===== src/hw/rtl/leapfrog_particle_wall_bounce_top_macros.svh =====
// Assertion macros for the RTL top level, the one file that carries checks.
`ifndef LEAPFROG_PARTICLE_WALL_BOUNCE_TOP_MACROS_SVH
`define LEAPFROG_PARTICLE_WALL_BOUNCE_TOP_MACROS_SVH

`ifndef ASSERT_OFF
// Plain property, checked on every rising clock edge outside reset.
`define LPWB_ASSERT(label, prop) \
  label: assert property (@(posedge clk_i) disable iff (!rst_ni) (prop)) \
    else $error("lpwb assertion failed");
// Condition in one cycle implies consequence in the next.
`define LPWB_ASSERT_NEXT(label, ante, cons) \
  label: assert property (@(posedge clk_i) disable iff (!rst_ni) (ante) |=> (cons)) \
    else $error("lpwb assertion failed");
`else
`define LPWB_ASSERT(label, prop)
`define LPWB_ASSERT_NEXT(label, ante, cons)
`endif

`endif


===== src/hw/rtl/lpwb_pkg.sv =====
`timescale 1ns / 1ps
package lpwb_pkg;

  localparam int FRAC_BITS     = 16;
  localparam int CORDIC_ITERS  = 16;
  localparam int CORDIC_SHIFT  = 30 - FRAC_BITS;
  localparam int SQRT_STEPS    = 32;
  localparam int DIV_STEPS     = FRAC_BITS + 1;

  localparam logic [1:0] LAST_AXIS = 2'd2;

  // Configuration register indexes
  localparam int CFG_IDX_W = 3;
  localparam logic [CFG_IDX_W-1:0] CFG_GRAVITY_X      = 3'd0;
  localparam logic [CFG_IDX_W-1:0] CFG_GRAVITY_Y      = 3'd1;
  localparam logic [CFG_IDX_W-1:0] CFG_GRAVITY_Z      = 3'd2;
  localparam logic [CFG_IDX_W-1:0] CFG_TIME_STEP      = 3'd3;
  localparam logic [CFG_IDX_W-1:0] CFG_SPECULAR_SHARE = 3'd4;
  localparam logic [CFG_IDX_W-1:0] CFG_RESTITUTION    = 3'd5;
  localparam logic [CFG_IDX_W-1:0] CFG_STOP_SPEED     = 3'd6;

  typedef struct packed {
    logic               kind;
    logic signed [31:0] load_pos_x;
    logic signed [31:0] load_pos_y;
    logic signed [31:0] load_pos_z;
    logic signed [31:0] load_vel_x;
    logic signed [31:0] load_vel_y;
    logic signed [31:0] load_vel_z;
    logic [15:0]        rand_polar;
    logic [15:0]        rand_azimuth;
  } in_t;

  typedef struct packed {
    logic [23:0]        step_index;
    logic signed [31:0] pos_x;
    logic signed [31:0] pos_y;
    logic signed [31:0] pos_z;
    logic signed [31:0] vel_x;
    logic signed [31:0] vel_y;
    logic signed [31:0] vel_z;
    logic               bounced;
    logic [30:0]        bounce_speed;
    logic               stopped;
  } out_t;

  // Datapath operations issued by the controller
  typedef enum logic [5:0] {
    OP_NONE, OP_CAPTURE, OP_MUL_GDT, OP_REWIND, OP_COUNT, OP_VEL_ADD,
    OP_MUL_VDT, OP_POS_ADD, OP_MUL_VV, OP_ACC_SQ, OP_SQRT_MAG, OP_SQRT_STEP,
    OP_MAG_SET, OP_MUL_MR, OP_SPEED, OP_STOP, OP_DIV_INIT, OP_DIV_STEP,
    OP_SPEC, OP_SQRT_ST, OP_ST_SET, OP_SQRT_CT, OP_CT_SET, OP_COR_INIT,
    OP_COR_STEP, OP_COR_DONE, OP_MUL_SC, OP_DIF0, OP_MUL_SS, OP_DIF2,
    OP_MUL_SSPEC, OP_MUL_SDIF, OP_MIX, OP_MUL_MIX, OP_VEL_MIX, OP_FLOOR,
    OP_EMIT, OP_EMIT_B
  } op_e;

  typedef struct packed {
    op_e        op;
    logic [1:0] idx;   // axis
    logic [4:0] iter;  // step of an iterative unit
  } cmd_t;

  typedef struct packed {
    logic kind;
    logic at_rest;
    logic y_neg;
    logic stop;
  } status_t;

  // atan(2^-i) in Q30 radians
  function automatic logic [29:0] atan_q30(input logic [4:0] i);
    logic [29:0] r;
    case (i)
      5'd0:  r = 30'd843314857;
      5'd1:  r = 30'd497837829;
      5'd2:  r = 30'd263043837;
      5'd3:  r = 30'd133525159;
      5'd4:  r = 30'd67021687;
      5'd5:  r = 30'd33543516;
      5'd6:  r = 30'd16775851;
      5'd7:  r = 30'd8388437;
      5'd8:  r = 30'd4194283;
      5'd9:  r = 30'd2097149;
      5'd10: r = 30'd1048576;
      5'd11: r = 30'd524288;
      5'd12: r = 30'd262144;
      5'd13: r = 30'd131072;
      5'd14: r = 30'd65536;
      5'd15: r = 30'd32768;
      5'd16: r = 30'd16384;
      5'd17: r = 30'd8192;
      5'd18: r = 30'd4096;
      5'd19: r = 30'd2048;
      5'd20: r = 30'd1024;
      5'd21: r = 30'd512;
      5'd22: r = 30'd256;
      5'd23: r = 30'd128;
      default: r = 30'd0;
    endcase
    return r;
  endfunction

endpackage


===== src/hw/rtl/lpwb_ctrl.sv =====
`timescale 1ns / 1ps
module lpwb_ctrl (
  input  logic              clk_i,
  input  logic              rst_ni,
  input  logic              in_valid_i,
  output logic              in_ready_o,
  output logic              out_valid_o,
  input  logic              out_ready_i,
  input  lpwb_pkg::status_t status_i,
  output lpwb_pkg::cmd_t    cmd_o
);
  import lpwb_pkg::*;

  localparam logic [5:0] S_IDLE     = 6'd0;
  localparam logic [5:0] S_DISP     = 6'd1;
  localparam logic [5:0] S_LD_MUL   = 6'd2;
  localparam logic [5:0] S_LD_SET   = 6'd3;
  localparam logic [5:0] S_G_MUL    = 6'd4;
  localparam logic [5:0] S_G_ADD    = 6'd5;
  localparam logic [5:0] S_P_MUL    = 6'd6;
  localparam logic [5:0] S_P_ADD    = 6'd7;
  localparam logic [5:0] S_CHECK    = 6'd8;
  localparam logic [5:0] S_SQ_MUL   = 6'd9;
  localparam logic [5:0] S_SQ_ACC   = 6'd10;
  localparam logic [5:0] S_MAG_INIT = 6'd11;
  localparam logic [5:0] S_MAG_RUN  = 6'd12;
  localparam logic [5:0] S_MAG_SET  = 6'd13;
  localparam logic [5:0] S_RS_MUL   = 6'd14;
  localparam logic [5:0] S_SPEED    = 6'd15;
  localparam logic [5:0] S_TEST     = 6'd16;
  localparam logic [5:0] S_DIV_INIT = 6'd17;
  localparam logic [5:0] S_DIV_RUN  = 6'd18;
  localparam logic [5:0] S_SPEC     = 6'd19;
  localparam logic [5:0] S_ST_INIT  = 6'd20;
  localparam logic [5:0] S_ST_RUN   = 6'd21;
  localparam logic [5:0] S_ST_SET   = 6'd22;
  localparam logic [5:0] S_CT_INIT  = 6'd23;
  localparam logic [5:0] S_CT_RUN   = 6'd24;
  localparam logic [5:0] S_CT_SET   = 6'd25;
  localparam logic [5:0] S_COR_INIT = 6'd26;
  localparam logic [5:0] S_COR_RUN  = 6'd27;
  localparam logic [5:0] S_COR_DONE = 6'd28;
  localparam logic [5:0] S_SC_MUL   = 6'd29;
  localparam logic [5:0] S_DIF0     = 6'd30;
  localparam logic [5:0] S_SS_MUL   = 6'd31;
  localparam logic [5:0] S_DIF2     = 6'd32;
  localparam logic [5:0] S_MX_MUL1  = 6'd33;
  localparam logic [5:0] S_MX_MUL2  = 6'd34;
  localparam logic [5:0] S_MX_SUM   = 6'd35;
  localparam logic [5:0] S_MX_MUL3  = 6'd36;
  localparam logic [5:0] S_MX_VEL   = 6'd37;
  localparam logic [5:0] S_FLOOR    = 6'd38;
  localparam logic [5:0] S_EMIT     = 6'd39;
  localparam logic [5:0] S_EMIT_B   = 6'd40;

  localparam logic [4:0] SQRT_LAST = 5'(SQRT_STEPS - 1);
  localparam logic [4:0] DIV_LAST  = 5'(DIV_STEPS - 1);
  localparam logic [4:0] COR_LAST  = 5'(CORDIC_ITERS - 1);

  logic [5:0] state_q, state_d;
  logic [1:0] idx_q, idx_d;
  logic [4:0] iter_q, iter_d;
  logic       out_valid_q, out_valid_d;
  logic       slot_free;

  assign slot_free   = !out_valid_q || out_ready_i;
  assign in_ready_o  = (state_q == S_IDLE);
  assign out_valid_o = out_valid_q;

  // Sequencer
  always_comb begin
    state_d     = state_q;
    idx_d       = idx_q;
    iter_d      = iter_q;
    out_valid_d = out_valid_q && !out_ready_i;
    cmd_o.op    = OP_NONE;
    cmd_o.idx   = idx_q;
    cmd_o.iter  = iter_q;
    case (state_q)
      S_IDLE: begin
        if (in_valid_i) begin
          cmd_o.op = OP_CAPTURE;
          state_d  = S_DISP;
        end
        idx_d  = 2'd0;
        iter_d = 5'd0;
      end
      S_DISP: begin
        if (!status_i.kind) begin
          state_d = S_LD_MUL;
        end else if (status_i.at_rest) begin
          state_d = S_EMIT;
        end else begin
          cmd_o.op = OP_COUNT;
          state_d  = S_G_MUL;
        end
      end
      S_LD_MUL: begin
        cmd_o.op = OP_MUL_GDT;
        state_d  = S_LD_SET;
      end
      S_LD_SET: begin
        cmd_o.op = OP_REWIND;
        if (idx_q == LAST_AXIS) begin
          idx_d   = 2'd0;
          state_d = S_EMIT;
        end else begin
          idx_d   = idx_q + 2'd1;
          state_d = S_LD_MUL;
        end
      end
      S_G_MUL: begin
        cmd_o.op = OP_MUL_GDT;
        state_d  = S_G_ADD;
      end
      S_G_ADD: begin
        cmd_o.op = OP_VEL_ADD;
        if (idx_q == LAST_AXIS) begin
          idx_d   = 2'd0;
          state_d = S_P_MUL;
        end else begin
          idx_d   = idx_q + 2'd1;
          state_d = S_G_MUL;
        end
      end
      S_P_MUL: begin
        cmd_o.op = OP_MUL_VDT;
        state_d  = S_P_ADD;
      end
      S_P_ADD: begin
        cmd_o.op = OP_POS_ADD;
        if (idx_q == LAST_AXIS) begin
          idx_d   = 2'd0;
          state_d = S_CHECK;
        end else begin
          idx_d   = idx_q + 2'd1;
          state_d = S_P_MUL;
        end
      end
      S_CHECK: begin
        state_d = status_i.y_neg ? S_SQ_MUL : S_EMIT;
      end
      S_SQ_MUL: begin
        cmd_o.op = OP_MUL_VV;
        state_d  = S_SQ_ACC;
      end
      S_SQ_ACC: begin
        cmd_o.op = OP_ACC_SQ;
        if (idx_q == LAST_AXIS) begin
          idx_d   = 2'd0;
          state_d = S_MAG_INIT;
        end else begin
          idx_d   = idx_q + 2'd1;
          state_d = S_SQ_MUL;
        end
      end
      S_MAG_INIT: begin
        cmd_o.op = OP_SQRT_MAG;
        state_d  = S_MAG_RUN;
      end
      S_MAG_RUN: begin
        cmd_o.op = OP_SQRT_STEP;
        if (iter_q == SQRT_LAST) begin
          iter_d  = 5'd0;
          state_d = S_MAG_SET;
        end else begin
          iter_d = iter_q + 5'd1;
        end
      end
      S_MAG_SET: begin
        cmd_o.op = OP_MAG_SET;
        state_d  = S_RS_MUL;
      end
      S_RS_MUL: begin
        cmd_o.op = OP_MUL_MR;
        state_d  = S_SPEED;
      end
      S_SPEED: begin
        cmd_o.op = OP_SPEED;
        state_d  = S_TEST;
      end
      S_TEST: begin
        if (status_i.stop) begin
          cmd_o.op = OP_STOP;
          state_d  = S_EMIT_B;
        end else begin
          state_d = S_DIV_INIT;
        end
      end
      S_DIV_INIT: begin
        cmd_o.op = OP_DIV_INIT;
        state_d  = S_DIV_RUN;
      end
      S_DIV_RUN: begin
        cmd_o.op = OP_DIV_STEP;
        if (iter_q == DIV_LAST) begin
          iter_d  = 5'd0;
          state_d = S_SPEC;
        end else begin
          iter_d = iter_q + 5'd1;
        end
      end
      S_SPEC: begin
        cmd_o.op = OP_SPEC;
        if (idx_q == LAST_AXIS) begin
          idx_d   = 2'd0;
          state_d = S_ST_INIT;
        end else begin
          idx_d   = idx_q + 2'd1;
          state_d = S_DIV_INIT;
        end
      end
      S_ST_INIT: begin
        cmd_o.op = OP_SQRT_ST;
        state_d  = S_ST_RUN;
      end
      S_ST_RUN: begin
        cmd_o.op = OP_SQRT_STEP;
        if (iter_q == SQRT_LAST) begin
          iter_d  = 5'd0;
          state_d = S_ST_SET;
        end else begin
          iter_d = iter_q + 5'd1;
        end
      end
      S_ST_SET: begin
        cmd_o.op = OP_ST_SET;
        state_d  = S_CT_INIT;
      end
      S_CT_INIT: begin
        cmd_o.op = OP_SQRT_CT;
        state_d  = S_CT_RUN;
      end
      S_CT_RUN: begin
        cmd_o.op = OP_SQRT_STEP;
        if (iter_q == SQRT_LAST) begin
          iter_d  = 5'd0;
          state_d = S_CT_SET;
        end else begin
          iter_d = iter_q + 5'd1;
        end
      end
      S_CT_SET: begin
        cmd_o.op = OP_CT_SET;
        state_d  = S_COR_INIT;
      end
      S_COR_INIT: begin
        cmd_o.op = OP_COR_INIT;
        state_d  = S_COR_RUN;
      end
      S_COR_RUN: begin
        cmd_o.op = OP_COR_STEP;
        if (iter_q == COR_LAST) begin
          iter_d  = 5'd0;
          state_d = S_COR_DONE;
        end else begin
          iter_d = iter_q + 5'd1;
        end
      end
      S_COR_DONE: begin
        cmd_o.op = OP_COR_DONE;
        state_d  = S_SC_MUL;
      end
      S_SC_MUL: begin
        cmd_o.op = OP_MUL_SC;
        state_d  = S_DIF0;
      end
      S_DIF0: begin
        cmd_o.op = OP_DIF0;
        state_d  = S_SS_MUL;
      end
      S_SS_MUL: begin
        cmd_o.op = OP_MUL_SS;
        state_d  = S_DIF2;
      end
      S_DIF2: begin
        cmd_o.op = OP_DIF2;
        state_d  = S_MX_MUL1;
      end
      S_MX_MUL1: begin
        cmd_o.op = OP_MUL_SSPEC;
        state_d  = S_MX_MUL2;
      end
      S_MX_MUL2: begin
        cmd_o.op = OP_MUL_SDIF;
        state_d  = S_MX_SUM;
      end
      S_MX_SUM: begin
        cmd_o.op = OP_MIX;
        state_d  = S_MX_MUL3;
      end
      S_MX_MUL3: begin
        cmd_o.op = OP_MUL_MIX;
        state_d  = S_MX_VEL;
      end
      S_MX_VEL: begin
        cmd_o.op = OP_VEL_MIX;
        if (idx_q == LAST_AXIS) begin
          idx_d   = 2'd0;
          state_d = S_FLOOR;
        end else begin
          idx_d   = idx_q + 2'd1;
          state_d = S_MX_MUL1;
        end
      end
      S_FLOOR: begin
        cmd_o.op = OP_FLOOR;
        state_d  = S_EMIT_B;
      end
      S_EMIT: begin
        if (slot_free) begin
          cmd_o.op    = OP_EMIT;
          out_valid_d = 1'b1;
          state_d     = S_IDLE;
        end
      end
      S_EMIT_B: begin
        if (slot_free) begin
          cmd_o.op    = OP_EMIT_B;
          out_valid_d = 1'b1;
          state_d     = S_IDLE;
        end
      end
      default: begin
        state_d = S_IDLE;
      end
    endcase
  end

  always_ff @(posedge clk_i or negedge rst_ni) begin
    if (!rst_ni) begin
      state_q     <= S_IDLE;
      idx_q       <= 2'd0;
      iter_q      <= 5'd0;
      out_valid_q <= 1'b0;
    end else begin
      state_q     <= state_d;
      idx_q       <= idx_d;
      iter_q      <= iter_d;
      out_valid_q <= out_valid_d;
    end
  end

endmodule


===== config.mk =====
export PLATFORM = sky130hd
export DESIGN_NAME = lpwb_ctrl
export DESIGN_NICKNAME = d
export VERILOG_FILES = /design/src/hw/rtl/leapfrog_particle_wall_bounce_top_macros.svh /design/src/hw/rtl/lpwb_pkg.sv /design/src/hw/rtl/lpwb_ctrl.sv
export SDC_FILE = /design/constraint.sdc
export NUM_CORES = 1
export LEC_CHECK = 0
export ABC_AREA = 1
export ABC_CLOCK_PERIOD_IN_PS = 2000
export CAP_MARGIN = 10
export CORE_ASPECT_RATIO = 0.9
export CORE_UTILIZATION = 55
export CTS_CLUSTER_DIAMETER = 40
export DETAILED_ROUTE_END_ITERATION = 10
export DONT_BUFFER_PORTS = 1
export PLACE_DENSITY = 0.71
export SYNTH_ARGS = -nofsm -noshare
export SYNTH_HDL_FRONTEND = slang
export SYNTH_SLANG_ARGS = --single-unit

===== constraint.sdc =====
create_clock -name clk_i -period 2 [get_ports clk_i]
set_clock_uncertainty 0.2 [all_clocks]
set_input_delay 0.5 -clock clk_i [delete_from_list [all_inputs] [get_ports clk_i]]
set_output_delay 0.5 -clock clk_i [all_outputs]
set_load 0.01 [all_outputs]

==> results of run 1 <==
## timing repair
action | CTS
hold endpoints to repair | 14
resized for setup | 46
hold buffers | 1
gates cloned | 2
endpoints found under the setup margin | 13
setup buffers | 21
pin swaps | 20
## synthesized netlist by cell type, drive strengths merged
cell type    n  area [um2]
a31oi        1        6.26
dfrtp       14         350
nand2      105         397
ha           5        62.6
a21boi       1        7.51
nor2        55         241
inv         45         169
a21oi        3        15.0
nand4       12        81.3
nand3       51         285
xor2         1        8.76
buf          7        47.6
nor3         6        30.0
o211ai       1        7.51
nor3b        1        7.51
o21ai        9        45.0
or2          1        6.26
## cell families after synthesis
group                    after synthesis  share of synthesized area, %
XOR/XNOR                               1                         0.495
buffers and inverters                 52                          12.2
AND/OR/NAND/NOR                      231                          59.3
AO/OA/AOI/OAI                         15                          4.60
flip-flops                            14                          19.8
adder cells (fa/ha/maj)                5                          3.54
## routing by layer
layer  GRT usage (%)  overflow
met5            37.5         0
met1            76.7         0
met4            56.8         4
met3            62.1         0
met2            86.6         5
## through the flow
step	setup TNS (ns)	cell area (um2)	cells	hold slack (ns)	utilization, %
floorplan	-0.0305	1770	318	0.00441	-
global placement	-0.640	2300	419	0.00464	74.9
detailed placement	-0.915	2300	419	0.00461	74.9
CTS	-2.18	2620	442	0.260	85.3
==> flow_metrics.py, run 1 <==
metrics = {
    "grt": {
        "grt_max_degree": 15,
        "grt_use_total_pct": 72.8,
        "grt_overflow_total": 9,
    },
    "floorplan": {
        "boundaryPins": 23,
        "die_y_um": 55.8,
        "start_util_pct": 57.6,
        "rows": 19,
        "die_x_um": 61.8,
    },
    "run_status": {
        "stop_error": "[ERROR GRT-0232] Routing congestion too high. Check the congestion heatmap in the GUI.",
        "stop_stage": "global routing",
        "status": "aborted with a tool error",
    },
    "logic_synthesis": {
        "syn_inst": 318,
        "syn-cell-area_um2": 1770,
        "ys_ff_latch": 14,
        "yosys_warnings": 0,
        "synth.avg_cell_area_um2": 5.56,
        "synth.distinct_cells": 25,
        "ys_seq_area_share_pct": 19.8,
        "syn_nets": 331,
    },
    "place": {
        "gp_congestion": 1.04,
        "dp_hpwl_um": 5180,
        "pre_cts_ws_ns": -0.180,
        "io_buffers": 0,
    },
    "timing": {
        "grt_worst_setup_endpoint": "cmd_o[7]",
        "worst-ep-kind": "output port",
    },
    "clock_tree": {
        "root_buffer": "clkbuf_4",
        "cts_buffer_depth": 2,
        "cts_htree_levels": 1,
        "numCtsBuffers": 3,
        "clock-sinks": 14,
    },
}
==> inputs of run 2 (changes only) <==
--- a/config.mk
+++ b/config.mk
@@ -6,14 +6,12 @@
 export NUM_CORES = 1
 export LEC_CHECK = 0
 export ABC_AREA = 1
-export ABC_CLOCK_PERIOD_IN_PS = 2000
+export ABC_CLOCK_PERIOD_IN_PS = 2600
 export CAP_MARGIN = 10
-export CORE_ASPECT_RATIO = 0.9
-export CORE_UTILIZATION = 55
-export CTS_CLUSTER_DIAMETER = 40
+export CORE_UTILIZATION = 40
 export DETAILED_ROUTE_END_ITERATION = 10
 export DONT_BUFFER_PORTS = 1
-export PLACE_DENSITY = 0.71
+export PLACE_DENSITY_LB_ADDON = 0.15
 export SYNTH_ARGS = -nofsm -noshare
 export SYNTH_HDL_FRONTEND = slang
 export SYNTH_SLANG_ARGS = --single-unit
==> constraint.sdc (replaced) <==
create_clock -name clk_i -period 2.6 [get_ports clk_i]
set_clock_uncertainty 0.2 [all_clocks]
set_input_delay 0.65 -clock clk_i [delete_from_list [all_inputs] [get_ports clk_i]]
set_output_delay 0.65 -clock clk_i [all_outputs]
set_load 0.01 [all_outputs]
==> run 2 against run 1 <==
Against the previous run: the run now ends clean; synthesized cell count stayed put; synthesized area stayed put.
==> flow_metrics.py, run 2 <==
metrics = {
    "clock_tree": {
        "clock-sinks": 14,
        "root_buffer": "clkbuf_8",
        "path_clk_slew_ns": 0.06,
        "cts_tree": "done",
        "clkLatencyLatePin_ns": 0.25,
        "cts_htree_levels": 1,
        "cts_buffer_depth": 2,
        "numCtsBuffers": 3,
    },
    "setup_path": {
        "arrival_ns": 1.71,
        "path_buf_inv": 1,
        "cp_max_fo": 9,
        "crit_start": "state_q[3]$_DFFE_PN0P_",
        "r2r_slack_ns": 0.62,
        "start_kind": "flip-flop",
        "crit_chain": "buf_4 > nor2_4 > nand3_1 > nand2_1 > nor3_2 > nand4_1",
        "critical_path.max_stage_delay_ns": 0.44,
        "worstReg2RegStart": "iter_q[1]$_DFFE_PN0P_",
        "crit_required_ns": 1.75,
        "cpMaxStageDelayCell": "dfrtp_2",
        "cpLargestDelayFamily": "simple AND/OR/NAND/NOR gates",
        "critPathKind": "reg2out",
        "crit_path_end_kind": "output pin",
    },
    "logic_synthesis": {
        "synth.distinct_cells": 25,
        "synth_largest_type_area_fraction_pct": 22.1,
        "synth_top_area_cell": "nand2_1",
        "syn-cell-area_um2": 1770,
        "synth.avg_cell_area_um2": 5.56,
        "ys_seq_area_share_pct": 19.8,
        "synthArstFlopShare_pct": 100,
        "yosys_warnings": 0,
        "synth_edf_count": 0,
        "yosysMostFrequentCell": "nand2_1",
        "ys.flop_type": "dfrtp_1",
        "synth_commonest_cells": "nand2_1 (104), nor2_1 (47), nand3_1 (45)",
        "syn_inst": 318,
        "synthTopCellsByArea": "nand2_1 (22%), dfrtp_1 (20%), nand3_1 (13%), nor2_1 (10%), inv_1 (8.7%)",
        "syn_nets": 331,
        "ys_ff_latch": 14,
    },
    "floorplan": {
        "boundaryPins": 23,
        "die_x_um": 68.5,
        "dieArea_um2": 4690,
        "rows": 23,
        "start_util_pct": 43.0,
        "fp.coreArea_um2": 4120,
        "die_y_um": 68.5,
    },
    "grt": {
        "grt_pass1_vias": 1833,
        "gr-usage-met2_pct": 39.6,
        "met1_usage_pct": 37.0,
        "grt_util_met3_pct": 6.33,
        "grt_max_degree": 22,
        "grt_overflow_total": 0,
        "grt_use_total_pct": 26.7,
        "antenna_found_initial": 0,
        "grt_pass1_wl_um": 9030,
        "busiest_layer": "met2",
    },
    "timing": {
        "tightest_slew_ns": 0.679,
        "drv_slew": 0,
        "period_needed_ns": 2.56,
        "finalHoldViolCount": 0,
        "max-slew-margin-rel_pct": 54.6,
        "setup_viol": 0,
        "timing.setup.tns_ns": 0,
        "max_freq_ghz": 0.390,
        "finalCritPeriodShare_pct": 98.6,
        "fin_ws_ns": 0.0353,
        "rsz0062_at_grt": "true",
        "hold_slack_ns": 0.357,
    },
    "place": {
        "dp_hpwl_um": 4420,
        "pre_cts_ws_ns": 0.235,
        "io_buffers": 0,
        "gp_congestion": 1.05,
    },
    "routing": {
        "route.detailed.drc": 0,
        "vias_per_cell": 5.50,
        "first_pass_iters": 6,
        "drt_iter0_markers": 214,
        "wl_per_cell_um": 14.6,
        "wl_um": 5510,
        "ant_nets": 0,
        "vias": 2067,
    },
    "job": {
        "cap_violations": 0,
    },
    "finish": {
        "area_growth_pct": 12.2,
        "final_nets": 341,
        "top_register": "state_q",
        "largest_reg_flops": 6,
        "final_cell_mix": "nand2_1 (101), nor2_1 (46), nand3_1 (42)",
        "drive_gt1_share_pct": 15.0,
        "layout_commonest_cell": "nand2_1",
        "insertedDiodeCount": 0,
        "reg_top3": "state_q: 6 flops, iter_q: 5 flops, idx_q: 2 flops",
    },
    "pwr": {
        "peakVddDrop_uv": 363,
        "p_leak_uw": 0.00119,
        "p_int_uw": 763,
        "seqPwrFrac_pct": 20.9,
        "clockPowerShare_pct": 10.5,
        "swShare_pct": 57.5,
        "power_frac_comb_pct": 68.6,
        "power.switching_uw": 1030,
        "power-per-cell-area_nw_per_um2": 904,
    },
    "run_status": {
        "status": "finished, final reports clean",
    },
    "hold_path": {
        "hold_path_class": "reg2reg",
        "holdCritStartpoint": "state_q[3]$_DFFE_PN0P_",
    },
}
[run 2: cell counts after synthesis]
Identical to the previous run, type by type.
[run 2: path summary, 6_finish.rpt]
| path | endpoint | cells after the start |
|---|---|---|
| hold reg to reg | state_q[3]$_DFFE_PN0P_ | 2 |
| min in group asynchronous | iter_q[3]$_DFFE_PN0P_ | 1 |
| hold / removal | state_q[3]$_DFFE_PN0P_ | 2 |
| max in group asynchronous | state_q[0]$_DFFE_PN0P_ | 1 |
| setup / recovery | cmd_o[11] | 6 |
| setup reg to reg | state_q[0]$_DFFE_PN0P_ | 12 |
[run 2: per-layer routing]
| metal | part of all wire [%] | up-vias |
|---|---|---|
| met5 | 0 | - |
| met4 | 2.9 | 0 |
| met3 | 8.9 | 16 |
| met2 | 43 | 106 |
| met1 | 45 | 917 |
| li1 | - | 1028 |
[run 2: power by group through the flow]
stage,Combinational [uW],Sequential [uW],Clock [uW]
after CTS,1140,365,197
after detailed placement,1120,366,0
after floorplan,856,349,0
after global placement,1130,363,0
after global routing,1370,386,197
final,1230,375,188
[run 2: cell type report]
class                           count  area [um2]
Inverter                           45         169
Fill cell                         448        2130
Timing Repair Buffer               12         105
Tap cell                           50        62.6
Clock buffer                        3        41.3
Sequential cell                    14         355
Multi-Input combinational cell    252        1250
[run 2: cell families (layout without fill, tap and decap cells)]
family	Yosys count	in the layout	share of synthesized area (%)
adders and majority gates	5	5	3.54
DFF	14	14	19.8
AOI/OAI and AO/OA	15	15	4.60
buffers and inverters	52	60	12.2
xor gates and xnor gates	1	1	0.495
and+or+nand+nor	231	231	59.3
[run 2: what timing repair did]
item | 4_1_cts | 5_1_grt
endpoints found under the setup margin | 4 | 6
gates resized for setup | 4 | 14
pin swaps | 0 | 2
hold buffers | 1 | 0
hold endpoints to repair | 14 | 0
buffers inserted | 0 | 3
[run 2: tightest hold or removal path: cells and delay by family (launching register included)]
kind | cells | cell delay, ns
flip-flops | 1 | 0.41
AND/OR/NAND/NOR | 2 | 0.12
[run 2: stage by stage]
| stage | cells | area, um2 | util, % | power [uW] |
|---|---|---|---|---|
| 3_5_place_dp | 369 | 1860 | 45.1 | 1490 |
| 2_1_floorplan | 318 | 1770 | - | 1200 |
| 6_report | 376 | 1980 | 48.2 | 1790 |
| 3_3_place_gp | 369 | 1860 | 45.1 | 1490 |
| 4_1_cts | 373 | 1920 | 46.6 | 1700 |
| 5_1_grt | 376 | 1980 | 48.2 | 1960 |
Power figures use the tool's default switching activity.
==> inputs of run 3 (changes only) <==
--- a/config.mk
+++ b/config.mk
@@ -8,8 +8,9 @@
 export ABC_AREA = 1
 export ABC_CLOCK_PERIOD_IN_PS = 2600
 export CAP_MARGIN = 10
-export CORE_UTILIZATION = 40
+export CORE_AREA = 2 2 63 65
 export DETAILED_ROUTE_END_ITERATION = 10
+export DIE_AREA = 0 0 65 67
 export DONT_BUFFER_PORTS = 1
 export PLACE_DENSITY_LB_ADDON = 0.15
 export SYNTH_ARGS = -nofsm -noshare
==> run 3 against run 2 <==
Against the previous run: combinational power grew 13%; clock-buffer cell count grew 1; highest routed layer unchanged; design area grew 5.9%; critical path type unchanged; fmax grew 0.35%; flip-flop and latch count is the same; largest power group unchanged.
==> flow_metrics.py, run 3 (synthesis results as in run 2) <==
metrics = {
    "run_status": {
        "status": "finished, final reports clean",
    },
    "timing": {
        "max_freq_ghz": 0.391,
        "finalHoldViolCount": 0,
        "max-slew-margin-rel_pct": 45.0,
        "period_needed_ns": 2.56,
        "finalCritPeriodShare_pct": 98.3,
        "drv_slew": 0,
        "fin_ws_ns": 0.0443,
        "tightest_slew_ns": 0.822,
        "setup_viol": 0,
    },
    "setup_path": {
        "critPathKind": "reg2out",
        "crit_path_end_kind": "output pin",
        "arrival_ns": 1.71,
        "start_kind": "flip-flop",
        "cp_max_fo": 6,
        "crit_required_ns": 1.75,
    },
    "place": {
        "dp_hpwl_um": 4500,
        "pre_cts_ws_ns": 0.215,
        "gp_congestion": 1.07,
        "io_buffers": 0,
    },
    "routing": {
        "wl_met1_um": 2580,
        "first_pass_iters": 5,
        "wl_per_cell_um": 15.8,
        "vias": 2199,
        "met3_length_um": 593,
        "route.detailed.drc": 0,
        "wl_met2_um": 2580,
        "highest_layer": "met4",
        "ant_nets": 0,
        "vias_per_cell": 5.76,
        "drt_iter0_markers": 276,
        "wl_um": 6050,
    },
    "finish": {
        "final_nets": 348,
        "drive_gt1_share_pct": 20.4,
        "largest_reg_flops": 6,
        "area_growth_pct": 18.9,
        "fin_util_pct": 58.3,
        "fillers": 372,
        "layout_commonest_cell": "nand2_1",
        "insertedDiodeCount": 0,
        "top_register": "state_q",
        "final_cell_mix": "nand2_1 (101), nor2_1 (45), nand3_1 (39)",
        "reg_top3": "state_q: 6 flops, iter_q: 5 flops, idx_q: 2 flops",
    },
    "grt": {
        "grt_overflow_total": 0,
        "grt_pass1_wl_um": 9400,
        "grt_pass1_vias": 1942,
        "grt_max_degree": 22,
        "antenna_found_initial": 0,
        "grt_use_total_pct": 28.8,
    },
    "clock_tree": {
        "numCtsBuffers": 3,
        "cts_htree_levels": 1,
        "cts_buffer_depth": 2,
        "clock-sinks": 14,
        "root_buffer": "clkbuf_8",
        "cts_tree": "done",
        "clkLatencyLatePin_ns": 0.27,
        "path_clk_slew_ns": 0.09,
    },
    "pwr": {
        "fin_total_pwr_uw": 2020,
        "peakVddDrop_uv": 452,
        "power-per-cell-area_nw_per_um2": 961,
        "p_leak_uw": 0.00124,
    },
    "floorplan": {
        "die_x_um": 65,
        "die_y_um": 67,
        "start_util_pct": 49.0,
        "boundaryPins": 23,
        "dieArea_um2": 4360,
        "fp.coreArea_um2": 3610,
        "rows": 22,
    },
    "hold_path": {
        "hold_path_class": "reg2reg",
    },
    "job": {
        "cap_violations": 0,
    },
}
[run 3: stage by stage]
step / hold slack [ns] / area [um2] / std cells / TNS [ns]
2_1_floorplan: 0.154 / 1770 / 318 / 0
3_3_place_gp: 0.155 / 1860 / 368 / 0
3_5_place_dp: 0.155 / 1860 / 368 / 0
4_1_cts: 0.373 / 1940 / 373 / -0.00322
5_1_grt: 0.404 / 2100 / 382 / -0.0400
6_report: 0.373 / 2100 / 382 / 0
[run 3: worst max-delay path: stages, from the launching register on]
cell,delay (ns)
dfrtp_2,0.47
inv_2,0.11
nor2_4,0.06
clkbuf_2,0.16
buf_4,0.15
nand3_2,0.08
nand2_1,0.08
nor3_2,0.21
nand2_1,0.13
[run 3: worst paths after layout]
check / from / endpoint / slack (ns) / depth (start not counted)
max reg2reg: state_q[1]$_DFFE_PN0P_ / state_q[1]$_DFFE_PN0P_ / 0.59 / 13
min reg2reg: idx_q[1]$_DFFE_PN0P_ / idx_q[1]$_DFFE_PN0P_ / 0.37 / 2
min in group asynchronous: rst_ni / iter_q[4]$_DFFE_PN0P_ / 0.71 / 1
max: state_q[1]$_DFFE_PN0P_ / cmd_o[7] / 0.04 / 8
min: idx_q[1]$_DFFE_PN0P_ / idx_q[1]$_DFFE_PN0P_ / 0.37 / 2
max in group asynchronous: rst_ni / state_q[3]$_DFFE_PN0P_ / 0.91 / 1
[run 3: layout make-up]
type	count	area [um2]	share of cell area, %
clock buffer	4	55.1	2.62
multi-input combinational	252	1300	62.0
tap	48	60.1	2.86
timing repair buffer	19	159	7.56
inverter	45	169	8.04
sequential	14	357	17.0
[run 3: where the power goes]
group / internal [uW] / switching, uW / total, uW
Combinational: 470 / 916 / 1390
Clock: 135 / 112 / 247
Sequential: 282 / 104 / 386
Total: 887 / 1130 / 2020
[run 3: timing repair]
item | 4_1_cts | 5_1_grt
resized for setup | 5 | 27
endpoints found under the setup margin | 6 | 6
hold endpoints to repair | 14 | 0
hold buffers | 1 | 0
buffers inserted | 0 | 9
pin swaps | 0 | 6
[run 3: per-layer routing]
metal,global-route usage [%],up-vias
met1,38.7,969
met3,5.74,36
met5,0,-
met2,43.8,148
li1,-,1046
met4,14.1,0
